## src/rtl/core/polyline_linear_upsampler_unit_defines.svh

```systemverilog
// assertion macros for the polyline linear upsampler
// used by the top level and plu_div, no other dependencies
`ifndef POLYLINE_LINEAR_UPSAMPLER_UNIT_DEFINES_SVH
`define POLYLINE_LINEAR_UPSAMPLER_UNIT_DEFINES_SVH

`ifndef SYNTH

`define PLU_ASSERT_CLK(lbl, clk, rst_n, prop, msg) \
    lbl: assert property (@(posedge clk) disable iff (!rst_n) prop) else $error(msg);

`define PLU_ASSERT(lbl, prop, msg) \
    `PLU_ASSERT_CLK(lbl, i_clk, i_rst_n, prop, msg)

`else

`define PLU_ASSERT_CLK(lbl, clk, rst_n, prop, msg)

`define PLU_ASSERT(lbl, prop, msg)

`endif

`endif

```

## src/rtl/core/plu_pkg.sv

```systemverilog
// shared types and constants for the polyline linear upsampler
// no dependencies
package plu_pkg;

    localparam int C_COORD_W   = 32;
    localparam int C_K_W       = 6;
    localparam int C_DIV_W     = C_COORD_W + 1;
    localparam int C_DIV_CNT_W = $clog2(C_DIV_W + 1);

    typedef struct packed {
        logic signed [C_COORD_W-1:0] px;
        logic signed [C_COORD_W-1:0] py;
        logic                        end_of_path;
    } t_in_item;

    typedef struct packed {
        logic signed [C_COORD_W-1:0] qx;
        logic signed [C_COORD_W-1:0] qy;
        logic                        interpolated;
        logic                        run_last;
    } t_out_item;

    typedef struct packed {
        logic                      done;
        logic signed [C_DIV_W-1:0] quot;
        logic [C_K_W-1:0]          rem;
    } t_div_res;

endpackage

```

## src/rtl/core/polyline_linear_upsampler_unit.sv

```systemverilog
// top level of the polyline linear upsampler: sequencer, step accumulators, output register
// depends on plu_pkg, plu_div and the assertion macro header
//
//  channel | direction | handshake                  | payload
//  --------+-----------+----------------------------+------------------
//  in      | input     | i_in_valid / o_in_ready    | i_in_data  (t_in_item)
//  out     | output    | o_out_valid / i_out_ready  | o_out_data (t_out_item)
//  cfg     | input     | i_cfg_we, no wait          | i_cfg_data (points_between)
//
// first point of a path: taken with no result, or one result if it carries the end flag
// otherwise two serial divisions on the shared divider (x then y),
// then k+1 results (k+2 with end flag) at one a cycle while the output is not stalled
// a stalled output register holds the sequencer; input is not ready until the item is done
// synchronous active-low reset; no clearing pass
`include "polyline_linear_upsampler_unit_defines.svh"

module polyline_linear_upsampler_unit #(
    parameter int MAX_BETWEEN = 62
) (
    input  logic                      i_clk,
    input  logic                      i_rst_n,
    input  logic                      i_in_valid,
    output logic                      o_in_ready,
    input  plu_pkg::t_in_item         i_in_data,
    output logic                      o_out_valid,
    input  logic                      i_out_ready,
    output plu_pkg::t_out_item        o_out_data,
    input  logic                      i_cfg_we,
    input  logic [plu_pkg::C_K_W-1:0] i_cfg_data
);
    import plu_pkg::*;

    localparam int J_W = (MAX_BETWEEN < 2) ? 1 : $clog2(MAX_BETWEEN + 1);

    localparam logic [2:0] S_IDLE = 3'd0;
    localparam logic [2:0] S_DIVX = 3'd1;
    localparam logic [2:0] S_DIVY = 3'd2;
    localparam logic [2:0] S_EMIT = 3'd3;
    localparam logic [2:0] S_TAIL = 3'd4;

    logic [2:0]                 r_state;
    logic                       r_have_prev;
    logic                       r_ov;
    logic [C_K_W-1:0]           r_cfg;
    t_out_item                  r_out;
    logic signed [C_COORD_W-1:0] r_prev_x, r_prev_y, r_cur_x, r_cur_y;
    logic                       r_last;
    logic [J_W-1:0]             r_k, r_j;
    logic [C_K_W-1:0]           r_div;
    logic signed [C_DIV_W-1:0]  r_qdx, r_qdy, r_qx, r_qy;
    logic [C_K_W-1:0]           r_rdx, r_rdy, r_rx, r_ry;

    logic                       w_acc;
    logic                       w_load;
    logic [J_W-1:0]             w_ksat;
    logic signed [C_DIV_W-1:0]  w_dx_in, w_dy, w_div_num;
    logic                       w_div_start;
    t_div_res                   w_div;
    logic [C_K_W:0]             w_rsx, w_rsy;
    logic                       w_wrapx, w_wrapy;
    logic                       w_jend;

    assign o_in_ready  = (r_state == S_IDLE);
    assign w_acc       = i_in_valid && o_in_ready;
    assign w_load      = !r_ov || i_out_ready;
    assign w_jend      = (r_j == r_k);
    assign o_out_valid = r_ov;
    assign o_out_data  = r_out;

    assign w_ksat = (r_cfg > C_K_W'(MAX_BETWEEN)) ? J_W'(MAX_BETWEEN) : J_W'(r_cfg);

    // deltas carry one extra bit so no segment overflows
    assign w_dx_in = {i_in_data.px[C_COORD_W-1], i_in_data.px}
                   - {r_prev_x[C_COORD_W-1], r_prev_x};
    assign w_dy    = {r_cur_y[C_COORD_W-1], r_cur_y} - {r_prev_y[C_COORD_W-1], r_prev_y};

    assign w_div_start = (w_acc && r_have_prev) || ((r_state == S_DIVX) && w_div.done);
    assign w_div_num   = (r_state == S_IDLE) ? w_dx_in : w_dy;

    plu_div u_div (
        .i_clk   (i_clk),
        .i_rst_n (i_rst_n),
        .i_start (w_div_start),
        .i_num   (w_div_num),
        .i_den   ((r_state == S_IDLE) ? (C_K_W'(w_ksat) + C_K_W'(1)) : r_div),
        .o_res   (w_div)
    );

    // running floor(delta*j/(k+1)) kept as quotient and remainder
    assign w_rsx   = {1'b0, r_rx} + {1'b0, r_rdx};
    assign w_rsy   = {1'b0, r_ry} + {1'b0, r_rdy};
    assign w_wrapx = w_rsx >= {1'b0, r_div};
    assign w_wrapy = w_rsy >= {1'b0, r_div};

    always_ff @(posedge i_clk) begin
        if (!i_rst_n) begin
            r_state     <= S_IDLE;
            r_have_prev <= 1'b0;
            r_ov        <= 1'b0;
            r_cfg       <= C_K_W'(1);
        end else begin
            if (i_cfg_we) begin
                r_cfg <= i_cfg_data;
            end
            if (r_ov && i_out_ready) begin
                r_ov <= 1'b0;
            end
            case (r_state)
                S_IDLE: begin
                    if (w_acc) begin
                        if (r_have_prev) begin
                            r_state <= S_DIVX;
                        end else if (i_in_data.end_of_path) begin
                            r_state <= S_TAIL;
                        end else begin
                            r_have_prev <= 1'b1;
                        end
                    end
                end
                S_DIVX: begin
                    if (w_div.done) begin
                        r_state <= S_DIVY;
                    end
                end
                S_DIVY: begin
                    if (w_div.done) begin
                        r_state <= S_EMIT;
                    end
                end
                S_EMIT: begin
                    if (w_load) begin
                        r_ov <= 1'b1;
                        if (w_jend) begin
                            if (r_last) begin
                                r_state <= S_TAIL;
                            end else begin
                                r_state     <= S_IDLE;
                                r_have_prev <= 1'b1;
                            end
                        end
                    end
                end
                S_TAIL: begin
                    if (w_load) begin
                        r_ov        <= 1'b1;
                        r_state     <= S_IDLE;
                        r_have_prev <= 1'b0;
                    end
                end
                default: r_state <= S_IDLE;
            endcase
        end
    end

    always_ff @(posedge i_clk) begin
        case (r_state)
            S_IDLE: begin
                if (w_acc) begin
                    r_cur_x <= i_in_data.px;
                    r_cur_y <= i_in_data.py;
                    r_last  <= i_in_data.end_of_path;
                    r_k     <= w_ksat;
                    r_div   <= C_K_W'(w_ksat) + C_K_W'(1);
                    if (!r_have_prev) begin
                        r_prev_x <= i_in_data.px;
                        r_prev_y <= i_in_data.py;
                    end
                end
            end
            S_DIVX: begin
                if (w_div.done) begin
                    r_qdx <= w_div.quot;
                    r_rdx <= w_div.rem;
                end
            end
            S_DIVY: begin
                if (w_div.done) begin
                    r_qdy <= w_div.quot;
                    r_rdy <= w_div.rem;
                    r_qx  <= '0;
                    r_qy  <= '0;
                    r_rx  <= '0;
                    r_ry  <= '0;
                    r_j   <= '0;
                end
            end
            S_EMIT: begin
                if (w_load) begin
                    r_out.qx           <= r_prev_x + r_qx[C_COORD_W-1:0];
                    r_out.qy           <= r_prev_y + r_qy[C_COORD_W-1:0];
                    r_out.interpolated <= (r_j != '0);
                    r_out.run_last     <= w_jend && !r_last;
                    r_qx <= r_qx + r_qdx + C_DIV_W'(w_wrapx);
                    r_qy <= r_qy + r_qdy + C_DIV_W'(w_wrapy);
                    r_rx <= w_wrapx ? (w_rsx[C_K_W-1:0] - r_div) : w_rsx[C_K_W-1:0];
                    r_ry <= w_wrapy ? (w_rsy[C_K_W-1:0] - r_div) : w_rsy[C_K_W-1:0];
                    r_j  <= r_j + J_W'(1);
                    if (w_jend && !r_last) begin
                        r_prev_x <= r_cur_x;
                        r_prev_y <= r_cur_y;
                    end
                end
            end
            S_TAIL: begin
                if (w_load) begin
                    r_out.qx           <= r_cur_x;
                    r_out.qy           <= r_cur_y;
                    r_out.interpolated <= 1'b0;
                    r_out.run_last     <= 1'b1;
                end
            end
            default: ;
        endcase
    end

    `PLU_ASSERT(a_rem_below_div, (r_state == S_EMIT) |-> (r_rx < r_div && r_ry < r_div), "step remainder out of range")
    `PLU_ASSERT(a_j_bound, (r_state == S_EMIT) |-> (r_j <= r_k), "step index past k")
    `PLU_ASSERT(a_div_done_state, w_div.done |-> (r_state == S_DIVX || r_state == S_DIVY), "divider result with no division pending")
    `PLU_ASSERT(a_seg_starts_div, (w_acc && r_have_prev) |=> (r_state == S_DIVX), "segment did not start division")

endmodule

```

## src/rtl/core/plu_div.sv

```systemverilog
// bit-serial floor divider: signed segment delta by small unsigned divisor
// depends on plu_pkg and the assertion macro header
`include "polyline_linear_upsampler_unit_defines.svh"

module plu_div (
    input  logic                                i_clk,
    input  logic                                i_rst_n,
    input  logic                                i_start,
    input  logic signed [plu_pkg::C_DIV_W-1:0]  i_num,
    input  logic [plu_pkg::C_K_W-1:0]           i_den,
    output plu_pkg::t_div_res                   o_res
);
    import plu_pkg::*;

    localparam logic [1:0] D_IDLE = 2'd0;
    localparam logic [1:0] D_RUN  = 2'd1;
    localparam logic [1:0] D_FIX  = 2'd2;

    logic [1:0]             r_phase;
    logic                   r_done;
    logic                   r_neg;
    logic [C_DIV_CNT_W-1:0] r_cnt;
    logic [C_DIV_W-1:0]     r_num;
    logic [C_K_W-1:0]       r_rem;
    logic [C_K_W-1:0]       r_d;

    logic [C_K_W:0]   w_sh;
    logic [C_K_W:0]   w_sub;
    logic             w_ge;
    logic [C_DIV_W-1:0] w_mag;

    assign w_sh  = {r_rem, r_num[C_DIV_W-1]};
    assign w_ge  = w_sh >= {1'b0, r_d};
    assign w_sub = w_sh - {1'b0, r_d};
    assign w_mag = i_num[C_DIV_W-1] ? (C_DIV_W'(0) - i_num) : i_num;

    always_ff @(posedge i_clk) begin
        if (!i_rst_n) begin
            r_phase <= D_IDLE;
            r_done  <= 1'b0;
        end else begin
            r_done <= 1'b0;
            case (r_phase)
                D_IDLE: begin
                    if (i_start) begin
                        r_phase <= D_RUN;
                    end
                end
                D_RUN: begin
                    if (r_cnt == C_DIV_CNT_W'(1)) begin
                        r_phase <= D_FIX;
                    end
                end
                D_FIX: begin
                    r_phase <= D_IDLE;
                    r_done  <= 1'b1;
                end
                default: r_phase <= D_IDLE;
            endcase
        end
    end

    always_ff @(posedge i_clk) begin
        case (r_phase)
            D_IDLE: begin
                if (i_start) begin
                    r_num <= w_mag;
                    r_neg <= i_num[C_DIV_W-1];
                    r_rem <= '0;
                    r_d   <= i_den;
                    r_cnt <= C_DIV_CNT_W'(C_DIV_W);
                end
            end
            D_RUN: begin
                // one quotient bit a cycle, msb first
                r_rem <= w_ge ? w_sub[C_K_W-1:0] : w_sh[C_K_W-1:0];
                r_num <= {r_num[C_DIV_W-2:0], w_ge};
                r_cnt <= r_cnt - C_DIV_CNT_W'(1);
            end
            D_FIX: begin
                // turn the magnitude result into floor division
                if (r_neg) begin
                    if (r_rem != '0) begin
                        r_num <= ~r_num;
                        r_rem <= r_d - r_rem;
                    end else begin
                        r_num <= C_DIV_W'(0) - r_num;
                    end
                end
            end
            default: ;
        endcase
    end

    assign o_res.done = r_done;
    assign o_res.quot = r_num;
    assign o_res.rem  = r_rem;

    `PLU_ASSERT(a_start_idle, i_start |-> (r_phase == D_IDLE), "divider started while busy")
    `PLU_ASSERT(a_rem_bound, (r_phase == D_RUN) |-> (r_rem < r_d), "remainder not below divisor")
    `PLU_ASSERT(a_done_pulse, r_done |=> !r_done, "done held for more than one cycle")

endmodule

```

## config.mk

```make
export PLATFORM = sky130hd
export DESIGN_NAME = polyline_linear_upsampler_unit
export DESIGN_NICKNAME = d
export VERILOG_FILES = /design/src/rtl/core/plu_pkg.sv /design/src/rtl/core/polyline_linear_upsampler_unit.sv /design/src/rtl/core/plu_div.sv
export VERILOG_INCLUDE_DIRS = /design/src /design/src/rtl/core
export SDC_FILE = /design/constraint.sdc
export NUM_CORES = 1
export LEC_CHECK = 0
export ABC_AREA = 1
export ABC_CLOCK_PERIOD_IN_PS = 7100
export BUFFER_PORTS_ARGS = -buffer_cell sky130_fd_sc_hd__buf_2
export CORE_MARGIN = 2
export CORE_UTILIZATION = 25
export DETAILED_ROUTE_END_ITERATION = 8
export RECOVER_POWER = 50
export SYNTH_ARGS = -nofsm -noshare
export SYNTH_HDL_FRONTEND = slang
export SYNTH_SLANG_ARGS = --single-unit
```

## constraint.sdc

```tcl
create_clock -name i_clk -period 7.1 [get_ports i_clk]
set_input_delay 0.71 -clock i_clk [delete_from_list [all_inputs] [get_ports i_clk]]
set_output_delay 0.71 -clock i_clk [all_outputs]
set_load 0.02 [all_outputs]
```

Word level (Yosys, flattened, before mapping)
Index checks and enable logic that the tools add are counted.
- flip-flop bits (word level): 435
- output and inout port bits: 68
- word-level logic and storage cells: 177
- add/subtract/negate cells: 19
- order comparisons: 4
- eq/ne operators: 22
- muxes and demuxes: 67
- bitwise operators: 1
- reductions and logical operators: 33
- operator list (kind ; count):
    33-bit 2-to-1 mux ; 8
    32-bit 2-to-1 mux ; 8
    66-bit 2-to-1 mux ; 2
    33-bit one-hot mux with 2 select lines ; 2
    66-bit one-hot mux with 2 select lines ; 1
    32-bit one-hot mux with 2 select lines ; 2
    33-bit one-hot mux with 3 select lines ; 1
    6-bit 2-to-1 mux ; 13
    33-bit by 1-bit adder with 33-bit output ; 2
    33-bit adder ; 2
    1-bit by 33-bit subtractor with 33-bit output, first input constant ; 2
    32-bit by 32-bit subtractor with 33-bit output ; 2
    32-bit adder ; 2
    6-bit one-hot mux with 2 select lines ; 4
    33-bit inverter ; 1
    3-bit 2-to-1 mux ; 9
    6-bit subtractor ; 4
    7-bit by 6-bit greater-or-equal comparator with 1-bit output ; 3
    6-bit one-hot mux with 3 select lines ; 1
    3-bit one-hot mux with 5 select lines ; 1
    6-bit by 6-bit adder with 7-bit output ; 2
    2-bit by 1-bit != test with 1-bit output, second input constant ; 7
    6-bit by 1-bit adder with 6-bit output, second input constant ; 2
    2-bit != test, second input constant ; 6
    other kinds (29) ; 59

Longest topological paths before layout
Gate-level depths: netlist of the first run.
- depth after elaboration: 6
- depth in mapped cells: 31

By module
A second synthesis of the first run with hierarchy kept.
- cell total of the unflattened synthesis: 4972
- area, all modules: 34241.6 µm²
- modules (own cells, without submodules) (module ; times used ; cells each ; area an instance (µm²) ; sequential area each (µm²)):
    polyline_linear_upsampler_unit ; 1 ; 4172 ; 28996.6 ; 11180.7
    plu_div ; 1 ; 800 ; 5245.0 ; 1621.6

Worst setup path after synthesis of the first run
No wires, ideal clock.
- kind: register to register
- start point: reg r_state[1]
- end point: reg r_j[0] (enable)
- library setup time: 549 ps
- arrival: 6404 ps
- setup slack: 146 ps
- cell stages (with the launch flop): 7
- path buffers: 0
- period minus slack after synthesis: 6954 ps
- path through: dfxtp_1 > inv_1 > nor3_1 > inv_1 > nor2_1 > nor2_1 > a21oi_1
- longest elaborated chain between the ends: 3
- elaborated cells between the ends (all ways): 6
- ends and longest elaborated chain (element ; line ; RTL):
    start, declared ; polyline_linear_upsampler_unit.sv:41 ; logic [2:0] r_state;
    start signal, assigned ; polyline_linear_upsampler_unit.sv:97 ; r_state <= S_IDLE;
    start signal, assigned ; polyline_linear_upsampler_unit.sv:112 ; r_state <= S_DIVX;
    start signal, assigned ; polyline_linear_upsampler_unit.sv:114 ; r_state <= S_TAIL;
    3-bit by 2-bit equality test with 1-bit output ; polyline_linear_upsampler_unit.sv:156 ; case (r_state)
    2-bit by 1-bit != test with 1-bit output (no source line) (tied with other cells) ; -- ;
    3-bit AND reduction (no source line) (*) ; -- ;
    end signal, assigned ; polyline_linear_upsampler_unit.sv:197 ; r_j <= r_j + J_W'(1);
    end, declared ; polyline_linear_upsampler_unit.sv:48 ; logic [J_W-1:0] r_k, r_j;
Every way passes the cells marked *; elsewhere a longest branch is shown, timed or not.
A chain may end at the register's enable or synchronous reset.

Final worst setup path of the first run
- start point: reg r_state[0]
- end point: reg r_qy[20] (enable)
- longest elaborated chain between the ends: 3
- elaborated cells between the ends (all ways): 6
- ends and longest elaborated chain (element ; line ; RTL):
    3-bit by 2-bit equality test with 1-bit output ; polyline_linear_upsampler_unit.sv:156 ;
    2-bit by 1-bit != test with 1-bit output (no source line) (tied with other cells) ; -- ;
    3-bit AND reduction (no source line) (*) ; -- ;
    end signal, assigned ; polyline_linear_upsampler_unit.sv:194 ; r_qy <= r_qy + r_qdy + C_DIV_W'(w_wrapy);
    end, declared ; polyline_linear_upsampler_unit.sv:50 ; logic signed [C_DIV_W-1:0] r_qdx, r_qdy, r_qx, r_qy;
Marks and branches as above.

==> tab_implementation.tex, run 1 <==
\begin{tabular}{lr}
\hline
Metric & Value \\
\hline
\multicolumn{2}{l}{\textbf{Outcome}} \\
Result of the run & finished with violations \\
Violations in the final reports & capacitance limit, slew limit \\
\multicolumn{2}{l}{\textbf{Clock tree}} \\
Clock insertion delay at the later pin of the skew report & between 0.6 and 0.7 ns \\
Resized Gates After CTS & 0 \\
Num CTS Buffers & $\sim$50 \\
Clock transition time at the flip-flop clock pins of the worst setup and hold paths & about 0.06 ns \\
Clock buffer depth & 3 \\
Count of hold-fix buffers inserted at cts & 0 \\
Clk sinks & 431 \\
Clk root buf & sky130\_fd\_sc\_hd\_\_clkbuf\_16 \\
H-tree lvl count & 2 \\
Buffers inserted during post-CTS setup optimization & 0 \\
Clock tree from TritonCTS & yes \\
\multicolumn{2}{l}{\textbf{Floorplanning}} \\
I/O pins & approximately 140 \\
Number of rows created at floorplan & $\sim$130 \\
Chip Width & approximately 360 µm \\
Overall die area & between 100,000 and 150,000 µm² \\
Core region area & approximately 130,000 µm² \\
Initial standard-cell utilization of the core & 25.10\% \\
Die outline height & 361.3 µm \\
\multicolumn{2}{l}{\textbf{Route}} \\
DR WL/cell & 18.36 µm \\
DRC marker count from the first detailed-route iteration & roughly 2,500 \\
\# DRC & 0 \\
Total iterations of the first detailed-routing run & 7 \\
Routed vias & $\sim$29,000 \\
Count of nets left with antenna violations after detail routing & 0 \\
Vias per Instance & 4.748 \\
Total wire length & $\sim$110,000 µm \\
\multicolumn{2}{l}{\textbf{Worst setup path}} \\
Minimum setup slack among reg-to-reg paths & $\sim$1.7 ns \\
Buffering stage count on the worst path with inverters included & 4 \\
Crit-path slowest cell & sky130\_fd\_sc\_hd\_\_clkbuf\_1 \\
Arrival time at the worst endpoint & roughly 5.7 ns \\
Crit end category & register \\
Endpoint required time on the critical path & about 7.4 ns \\
Cells along the critical path & inv\_1 -> nor3\_1 -> clkbuf\_1 -> nor2\_1 -> a21oi\_1 -> buf\_4 -> buf\_4 \\
WS Path Type & register to register \\
Family with the most delay on the worst path & buffers and inverters \\
Most used cell along the critical path & sky130\_fd\_sc\_hd\_\_buf\_4 \\
Peak per-stage delay on the critical path & 2.17 ns \\
Critical path startpoint category & register \\
CP max FO & 60 \\
\multicolumn{2}{l}{\textbf{Cells and area}} \\
Layout area overhead & 12.74\% \\
Final cell area excluding filler cells & between 30,000 and 40,000 µm² \\
Non-filler instance count after layout & around 6,000 \\
Total number of nets in the final design & approximately 4,700 \\
Number of fillers in the final layout & around 14,000 \\
Fraction of layout instances using a drive strength above 1 & between 4 and 5\% \\
\multicolumn{2}{l}{\textbf{STA}} \\
Setup clock skew after layout & 0.03467 ns \\
Min Clock Period, post-route & around 5.4 ns \\
Slew margin rel. & -118.5\% \\
Setup repair after global routing missed its margin & no \\
Crit share post-route & 76.42\% \\
Final count of pins violating max slew & $\sim$360 \\
Highest clock rate & roughly 180 MHz \\
Final setup violation count & 0 \\
Sum of negative setup slack & 0 ns \\
Final setup margin & 1.674 ns \\
Final hold vios & 0 \\
Worst-Margin Slew & approximately 3.3 ns \\
\multicolumn{2}{l}{\textbf{Synth}} \\
Total of flip-flops plus latches after synthesis & $\sim$430 \\
Avg Synthesized Cell Area & about 7.6 µm² \\
Mapped Cells & $\sim$4,200 \\
Post-synth top flop & sky130\_fd\_sc\_hd\_\_edfxtp\_1 \\
Main area contributors after synthesis & sky130\_fd\_sc\_hd\_\_edfxtp\_1 (39\%), sky130\_fd\_sc\_hd\_\_nand2\_1 (14\%), sky130\_fd\_sc\_hd\_\_ha\_1 (9.1\%) \\
Post-synthesis cell area & approximately 32,000 µm² \\
Sequential area share after synthesis & between 40 and 50\% \\
Share of synthesized flip-flops with an asynchronous set or reset & 0\% \\
YS warnings & 0 \\
Post-synth cell types & 67 \\
Area share of the largest cell type after synthesis & roughly two fifths \\
Post-synth EDFFs & about 420 \\
Dominant cell type by area after synthesis & sky130\_fd\_sc\_hd\_\_edfxtp\_1 \\
Synthesized net count & between 4,000 and 5,000 \\
\multicolumn{2}{l}{\textbf{Pwr}} \\
Worst VDD drop & around 0.00021 V \\
Overall power consumption & between 15,000 and 20,000 µW \\
Cell Pwr Density & 445.2 nW/µm² \\
Standby leakage power & approximately 0.016 µW \\
\multicolumn{2}{l}{\textbf{Placed design}} \\
Port Buffers & around 140 \\
Global placement routability congestion & roughly 0.97 \\
Setup Slack @ Placement & between 2 and 2.5 ns \\
Placed cells & around 6,000 \\
Post-detail-place hpwl & about 88,000 µm \\
Placement Cell Area & roughly 35,000 µm² \\
\multicolumn{2}{l}{\textbf{Global routing}} \\
Via count of the first global-routing pass & 27,550 \\
GRT overflow & 0 \\
Initial antenna violation count & 14 \\
First-pass GRT wire length & between 150,000 and 200,000 µm \\
Largest net degree at the start of global routing & between 60 and 70 \\
Global routing usage summed across all routing layers & 16.61\% \\
\multicolumn{2}{l}{\textbf{Min path}} \\
Path category of the worst min-delay check & primary input to register \\
\multicolumn{2}{l}{\textbf{Flow run}} \\
Number of max-cap violations & 8 \\
\hline
\end{tabular}
## where the power goes
group	switching [µW]	internal, µW
clock	1190	1450
sequential	540	3980
combinational	6360	2500
total	8090	7930
## worst register-to-register path, stage by stage (launching register included)
cell                       delay (ns)
sky130_fd_sc_hd__dfxtp_1         0.37
sky130_fd_sc_hd__inv_1           0.07
sky130_fd_sc_hd__nor3_1          0.23
sky130_fd_sc_hd__clkbuf_1        2.17
sky130_fd_sc_hd__nor2_1          0.15
sky130_fd_sc_hd__a21oi_1         0.77
sky130_fd_sc_hd__buf_4           0.57
sky130_fd_sc_hd__buf_4           0.64
## worst paths after layout
kind                                   start    endpoint  cells past startpoint
worst min register to register      r_cfg[5]      r_k[5]                      0
worst min-delay path            i_in_data[5]  r_cur_y[4]                      1
worst max register to register    r_state[0]    r_qy[20]                      7
worst max-delay path              r_state[0]    r_qy[20]                      7
## cells in the mapped netlist, types with 32 or more instances
cell type,number
sky130_fd_sc_hd__nand2_1,1162
sky130_fd_sc_hd__inv_1,653
sky130_fd_sc_hd__edfxtp_1,417
sky130_fd_sc_hd__a21oi_1,319
sky130_fd_sc_hd__nor2_1,309
sky130_fd_sc_hd__o21ai_0,269
sky130_fd_sc_hd__nand3_1,245
sky130_fd_sc_hd__ha_1,232
sky130_fd_sc_hd__clkbuf_1,57
sky130_fd_sc_hd__nand4_1,48
sky130_fd_sc_hd__xnor2_1,47
sky130_fd_sc_hd__nor3_1,46
sky130_fd_sc_hd__xor2_1,37
sky130_fd_sc_hd__a31oi_1,35
sky130_fd_sc_hd__o21a_1,32
## layer usage
| metal | wire [µm] | track usage (%) | vias to the layer above |
|---|---|---|---|
| met5 | 99 | 0 | - |
| met4 | 2814 | 4.420 | 16 |
| met3 | 6380 | 2.401 | 145 |
| met2 | 52240 | 28.37 | 788 |
| met1 | 49570 | 21.84 | 13470 |
| li1 | - | - | 14320 |
## state kept, by name (all words and copies together) (netlist names), 2 cells and up
signal / count
u_div.r_rem: 6
r_div: 6
r_k: 6
r_cfg: 6
r_prev_x: 32
r_qdy: 32
u_div.r_d: 6
r_rdx: 6
r_j: 6
r_qx: 32
u_div.r_cnt: 6
r_state: 3
o_out_data: 66
r_rdy: 6
r_qdx: 32
r_prev_y: 32
r_cur_y: 32
u_div.r_phase: 2
r_ry: 6
r_rx: 6
r_cur_x: 32
r_qy: 32
u_div.r_num: 33
## layout by cell type (no fill, tap or decap), types with 48 or more instances in the layout
| cell type | Yosys | layout |
|---|---|---|
| sky130_fd_sc_hd__nand2_1 | 1162 | 1163 |
| sky130_fd_sc_hd__a21oi_1 | 319 | 318 |
| sky130_fd_sc_hd__inv_1 | 653 | 652 |
| sky130_fd_sc_hd__nand4_1 | 48 | 48 |
| sky130_fd_sc_hd__o21ai_0 | 269 | 269 |
| sky130_fd_sc_hd__nand3_1 | 245 | 245 |
| sky130_fd_sc_hd__clkbuf_1 | 57 | 143 |
| sky130_fd_sc_hd__edfxtp_1 | 417 | 417 |
| sky130_fd_sc_hd__nor2_1 | 309 | 309 |
| sky130_fd_sc_hd__ha_1 | 232 | 232 |
| sky130_fd_sc_hd__clkbuf_16 | 0 | 52 |
## per-stage QoR
step	hold WS (ns)	utilization [%]
floorplan	0.4363	-
detailed placement	0.4149	27.20
finish	0.2508	28.29
global route	0.2410	28.29
global placement	0.4149	27.20
CTS	0.2113	28.48
## kinds of logic (layout without fill, tap and decap cells)
family	Yosys count	after routing	synth area share, %
AOI/OAI and AO/OA	764	764	13.22
buffers and inverters	751	934	9.000
xor gates and xnor gates	84	84	2.305
DFF	431	431	40.11
adders and majority gates	244	244	9.847
other	0	1	0
and+or+nand+nor	1932	1932	25.52
## final cells by class
cell class / instances / area (µm²) / area share (%)
Clock inverter: 35 / 291.5 / 0.8101
Antenna cell: 1 / 2.502 / 0.006954
Tap cell: 1662 / 2079 / 5.779
Sequential cell: 431 / 12800 / 35.58
Multi-Input combinational cell: 3024 / 16250 / 45.16
Inverter: 677 / 2551 / 7.089
Clock buffer: 60 / 1341 / 3.727
Timing Repair Buffer: 162 / 665.6 / 1.850
No activity file was read; power rests on OpenSTA's default activity.
==> run 2, diff against run 1 <==
--- a/config.mk
+++ b/config.mk
@@ -7,7 +7,7 @@
 export NUM_CORES = 1
 export LEC_CHECK = 0
 export ABC_AREA = 1
-export ABC_CLOCK_PERIOD_IN_PS = 7100
+export ABC_CLOCK_PERIOD_IN_PS = 5450
 export BUFFER_PORTS_ARGS = -buffer_cell sky130_fd_sc_hd__buf_2
 export CORE_MARGIN = 2
 export CORE_UTILIZATION = 25
==> constraint.sdc (replaced) <==
create_clock -name i_clk -period 5.45 [get_ports i_clk]
set_input_delay 0.545 -clock i_clk [delete_from_list [all_inputs] [get_ports i_clk]]
set_output_delay 0.545 -clock i_clk [all_outputs]
set_load 0.02 [all_outputs]
==> run 2 against run 1 <==
  * Cell area grew 0.41%
  * Sequential cell count is the same
  * Clock skew shrank 0.0036 ns
  * Critical path type unchanged
  * Highest routed layer unchanged
  * The flow still finishes with violations (capacitance limit, slew limit)
  * First-iteration DRC count down 8.1%
  * Global-route usage down 0.22 points
  * Utilization rose by 0.12 points
  * Sequential power up 30%
==> tab_implementation.tex, run 2 (same netlist as run 1, synthesis figures left out) <==
\begin{tabular}{lr}
\hline
Metric & Value \\
\hline
\multicolumn{2}{l}{\textbf{Outcome}} \\
Result of the run & finished with violations (unchanged) \\
Violations in the final reports & capacitance limit, slew limit (unchanged) \\
\multicolumn{2}{l}{\textbf{Cells and area}} \\
Layout area overhead & 13.20\% (was 12.74\%) \\
Total number of nets in the final design & 4,665 (was 4,667) \\
Share of the core filled with cells & 28.41\% (was 28.29\%) \\
Non-filler instance count after layout & 6,047 (was 6,052) \\
Number of flip-flops in the largest register & 66 (unchanged) \\
Top library cells by usage in the layout, fill and taps aside & sky130\_fd\_sc\_hd\_\_nand2\_1 (1,161), sky130\_fd\_sc\_hd\_\_inv\_1 (651), sky130\_fd\_sc\_hd\_\_edfxtp\_1 (417) (was sky130\_fd\_sc\_hd\_\_nand2\_1 (1,163), sky130\_fd\_sc\_hd\_\_inv\_1 (652), sky130\_fd\_sc\_hd\_\_edfxtp\_1 (417)) \\
Leading cell type in the layout, fill and taps excluded & sky130\_fd\_sc\_hd\_\_nand2\_1 (unchanged) \\
Fraction of layout instances using a drive strength above 1 & 5.018\% (was 4.807\%) \\
\multicolumn{2}{l}{\textbf{Worst setup path}} \\
WS Path Type & register to register (unchanged) \\
Arrival time at the worst endpoint & 5.39 ns (was 5.70 ns) \\
Critical path startpoint category & register (unchanged) \\
Cells along the critical path & nor2\_1 -> nand2\_4 -> inv\_4 -> nand2\_1 -> clkinvlp\_2 -> o2111a\_4 -> buf\_4 (was inv\_1 -> nor3\_1 -> clkbuf\_1 -> nor2\_1 -> a21oi\_1 -> buf\_4 -> buf\_4) \\
CP max FO & 49 (was 60) \\
Crit-path slowest cell & sky130\_fd\_sc\_hd\_\_clkinvlp\_2 (was sky130\_fd\_sc\_hd\_\_clkbuf\_1) \\
Peak per-stage delay on the critical path & 1.59 ns (was 2.17 ns) \\
Crit end category & register (unchanged) \\
Endpoint required time on the critical path & 5.77 ns (was 7.38 ns) \\
\multicolumn{2}{l}{\textbf{Pwr}} \\
Share of total power in combinational logic & 54.8\% (was 55.3\%) \\
Cell Pwr Density & 581.0 nW/µm² (was 445.2 nW/µm²) \\
Sw Share & 49.60\% (was 50.49\%) \\
Standby leakage power & 0.01583 µW (was 0.01579 µW) \\
Sequential Power Share & 28.1\% (was 28.2\%) \\
Worst VDD drop & 0.0003370 V (was 0.0002089 V) \\
Switching power total & 10,410 µW (was 8089 µW) \\
Portion of total power attributed to the clock network & 17.2\% (was 16.5\%) \\
Internal power summed over all cells & 10,580 µW (was 7931 µW) \\
\multicolumn{2}{l}{\textbf{Clock tree}} \\
Clk root buf & sky130\_fd\_sc\_hd\_\_clkbuf\_16 (unchanged) \\
Clock tree from TritonCTS & yes (unchanged) \\
Count of hold-fix buffers inserted at cts & 0 (unchanged) \\
H-tree lvl count & 2 (unchanged) \\
Num CTS Buffers & 49 (was 51) \\
Clk sinks & 431 (unchanged) \\
Clock transition time at the flip-flop clock pins of the worst setup and hold paths & 0.06 ns (about the same) \\
Clock insertion delay at the later pin of the skew report & 0.63 ns (was 0.66 ns) \\
Clock buffer depth & 3 (unchanged) \\
\multicolumn{2}{l}{\textbf{Route}} \\
Routed vias & 28,770 (was 28,730) \\
Count of nets left with antenna violations after detail routing & 0 (unchanged) \\
Vias per Instance & 4.757 (was 4.748) \\
DRC marker count from the first detailed-route iteration & 2,329 (was 2,533) \\
Total iterations of the first detailed-routing run & 6 (was 7) \\
Total wire length & 109,800 µm (was 111,100 µm) \\
\# DRC & 0 (unchanged) \\
DR WL/cell & 18.15 µm (was 18.36 µm) \\
\multicolumn{2}{l}{\textbf{Global routing}} \\
Largest net degree at the start of global routing & 69 (was 61) \\
Via count of the first global-routing pass & 27,280 (was 27,550) \\
Initial antenna violation count & 16 (was 14) \\
GRT overflow & 0 (unchanged) \\
First-pass GRT wire length & 164,600 µm (was 166,500 µm) \\
Global routing usage summed across all routing layers & 16.39\% (was 16.61\%) \\
\multicolumn{2}{l}{\textbf{STA}} \\
Highest clock rate & 197.1 MHz (was 184.3 MHz) \\
Setup repair after global routing missed its margin & no (unchanged) \\
Crit share post-route & 93.08\% (was 76.42\%) \\
Hold WS & 0.1260 ns (was 0.2508 ns) \\
Setup clock skew after layout & 0.03111 ns (was 0.03467 ns) \\
Final setup violation count & 0 (unchanged) \\
Worst-Margin Slew & 3.239 ns (was 3.266 ns) \\
Sum of negative setup slack & 0 ns (unchanged) \\
Min Clock Period, post-route & 5.073 ns (was 5.426 ns) \\
Slew margin rel. & -116.7\% (was -118.5\%) \\
Final count of pins violating max slew & 360 (was 358) \\
Final hold vios & 0 (unchanged) \\
Final setup margin & 0.3770 ns (was 1.674 ns) \\
\multicolumn{2}{l}{\textbf{Placed design}} \\
Setup Slack @ Placement & 0.3915 ns (was 2.008 ns) \\
Global placement routability congestion & 0.9579 (was 0.9672) \\
Port Buffers & 143 (unchanged) \\
Placed cells & 5,956 (unchanged) \\
Post-detail-place hpwl & 87,090 µm (was 88,040 µm) \\
\multicolumn{2}{l}{\textbf{Floorplanning}} \\
Chip Width & 361.3 µm (unchanged) \\
Overall die area & 130,600 µm² (unchanged) \\
Initial standard-cell utilization of the core & 25.10\% (unchanged) \\
Die outline height & 361.3 µm (unchanged) \\
I/O pins & 144 (unchanged) \\
Number of rows created at floorplan & 131 (unchanged) \\
Core region area & 127,200 µm² (unchanged) \\
\multicolumn{2}{l}{\textbf{Flow run}} \\
Number of max-cap violations & 8 (unchanged) \\
\multicolumn{2}{l}{\textbf{Min path}} \\
Path category of the worst min-delay check & primary input to register (unchanged) \\
\hline
\end{tabular}
run 2: cell types whose count changed in the layout (fill, tap and decap cells not counted), sizes merged:
cell / change
buf: +3
bufinv: +6
clkbuf: -4
clkinv: -6
clkinvlp: +2
inv: -6
run 2: metal layers:
metal | GRT usage [%] | vias up | wire length, µm
met1 | 21.27 | 13500 | 47800
met4 | 4.183 | 22 | 2664
li1 | - | 14300 | -
met5 | 0 | - | 146
met2 | 27.97 | 783 | 51900
met3 | 2.984 | 162 | 7254
run 2: layout make-up:
cell class                      count  area [µm²]
Clock buffer                       59        1326
Multi-Input combinational cell   3024       16280
Inverter                          677        2549
Antenna cell                        1       2.502
Tap cell                         1662        2079
Sequential cell                   431       12800
Fill cell                       13850       91060
Clock inverter                     31       397.9
Timing Repair Buffer              162       691.9
run 2: through the flow:
step / cell area (µm²) / power [µW]
after floorplan: 31920 / 13500
after global placement: 34610 / 17350
after detailed placement: 34610 / 17430
after CTS: 36330 / 21120
after global routing: 36130 / 22590
final: 36130 / 20990
run 2: worst paths after layout:
check / startpoint / end / slack (ns) / cells after the start
worst min register to register: r_cfg[5] / r_k[5] / 0.43 / 0
worst max register to register: r_state[0] / r_prev_y[21] / 0.38 / 7
worst max-delay path: r_state[0] / r_prev_y[21] / 0.38 / 7
worst min-delay path: i_in_data[3] / r_cur_y[2] / 0.13 / 1
run 2: timing repair:
action / CTS / global route
setup buffers: 0 / 0
gates resized for setup: 0 / 5
setup endpoints to repair: 0 / 10
hold endpoints to repair: 0 / 0
run 2: worst max-delay path: cells and delay by family (launching register included):
kind	cells	cell delay (ns)
AO/OA/AOI/OAI	1	1.20
buffers and inverters	3	2.37
flip-flops	1	0.37
AND/OR/NAND/NOR	3	0.79
run 2: power groups by stage:
| stage | combinational [µW] | sequential (µW) | clock, µW |
|---|---|---|---|
| 6_report | 11500 | 5890 | 3600 |
| 5_1_grt | 12800 | 5960 | 3800 |
| 4_1_cts | 11600 | 5880 | 3690 |
| 3_5_place_dp | 11500 | 5930 | 0 |
| 3_3_place_gp | 11400 | 5940 | 0 |
| 2_1_floorplan | 7660 | 5830 | 0 |
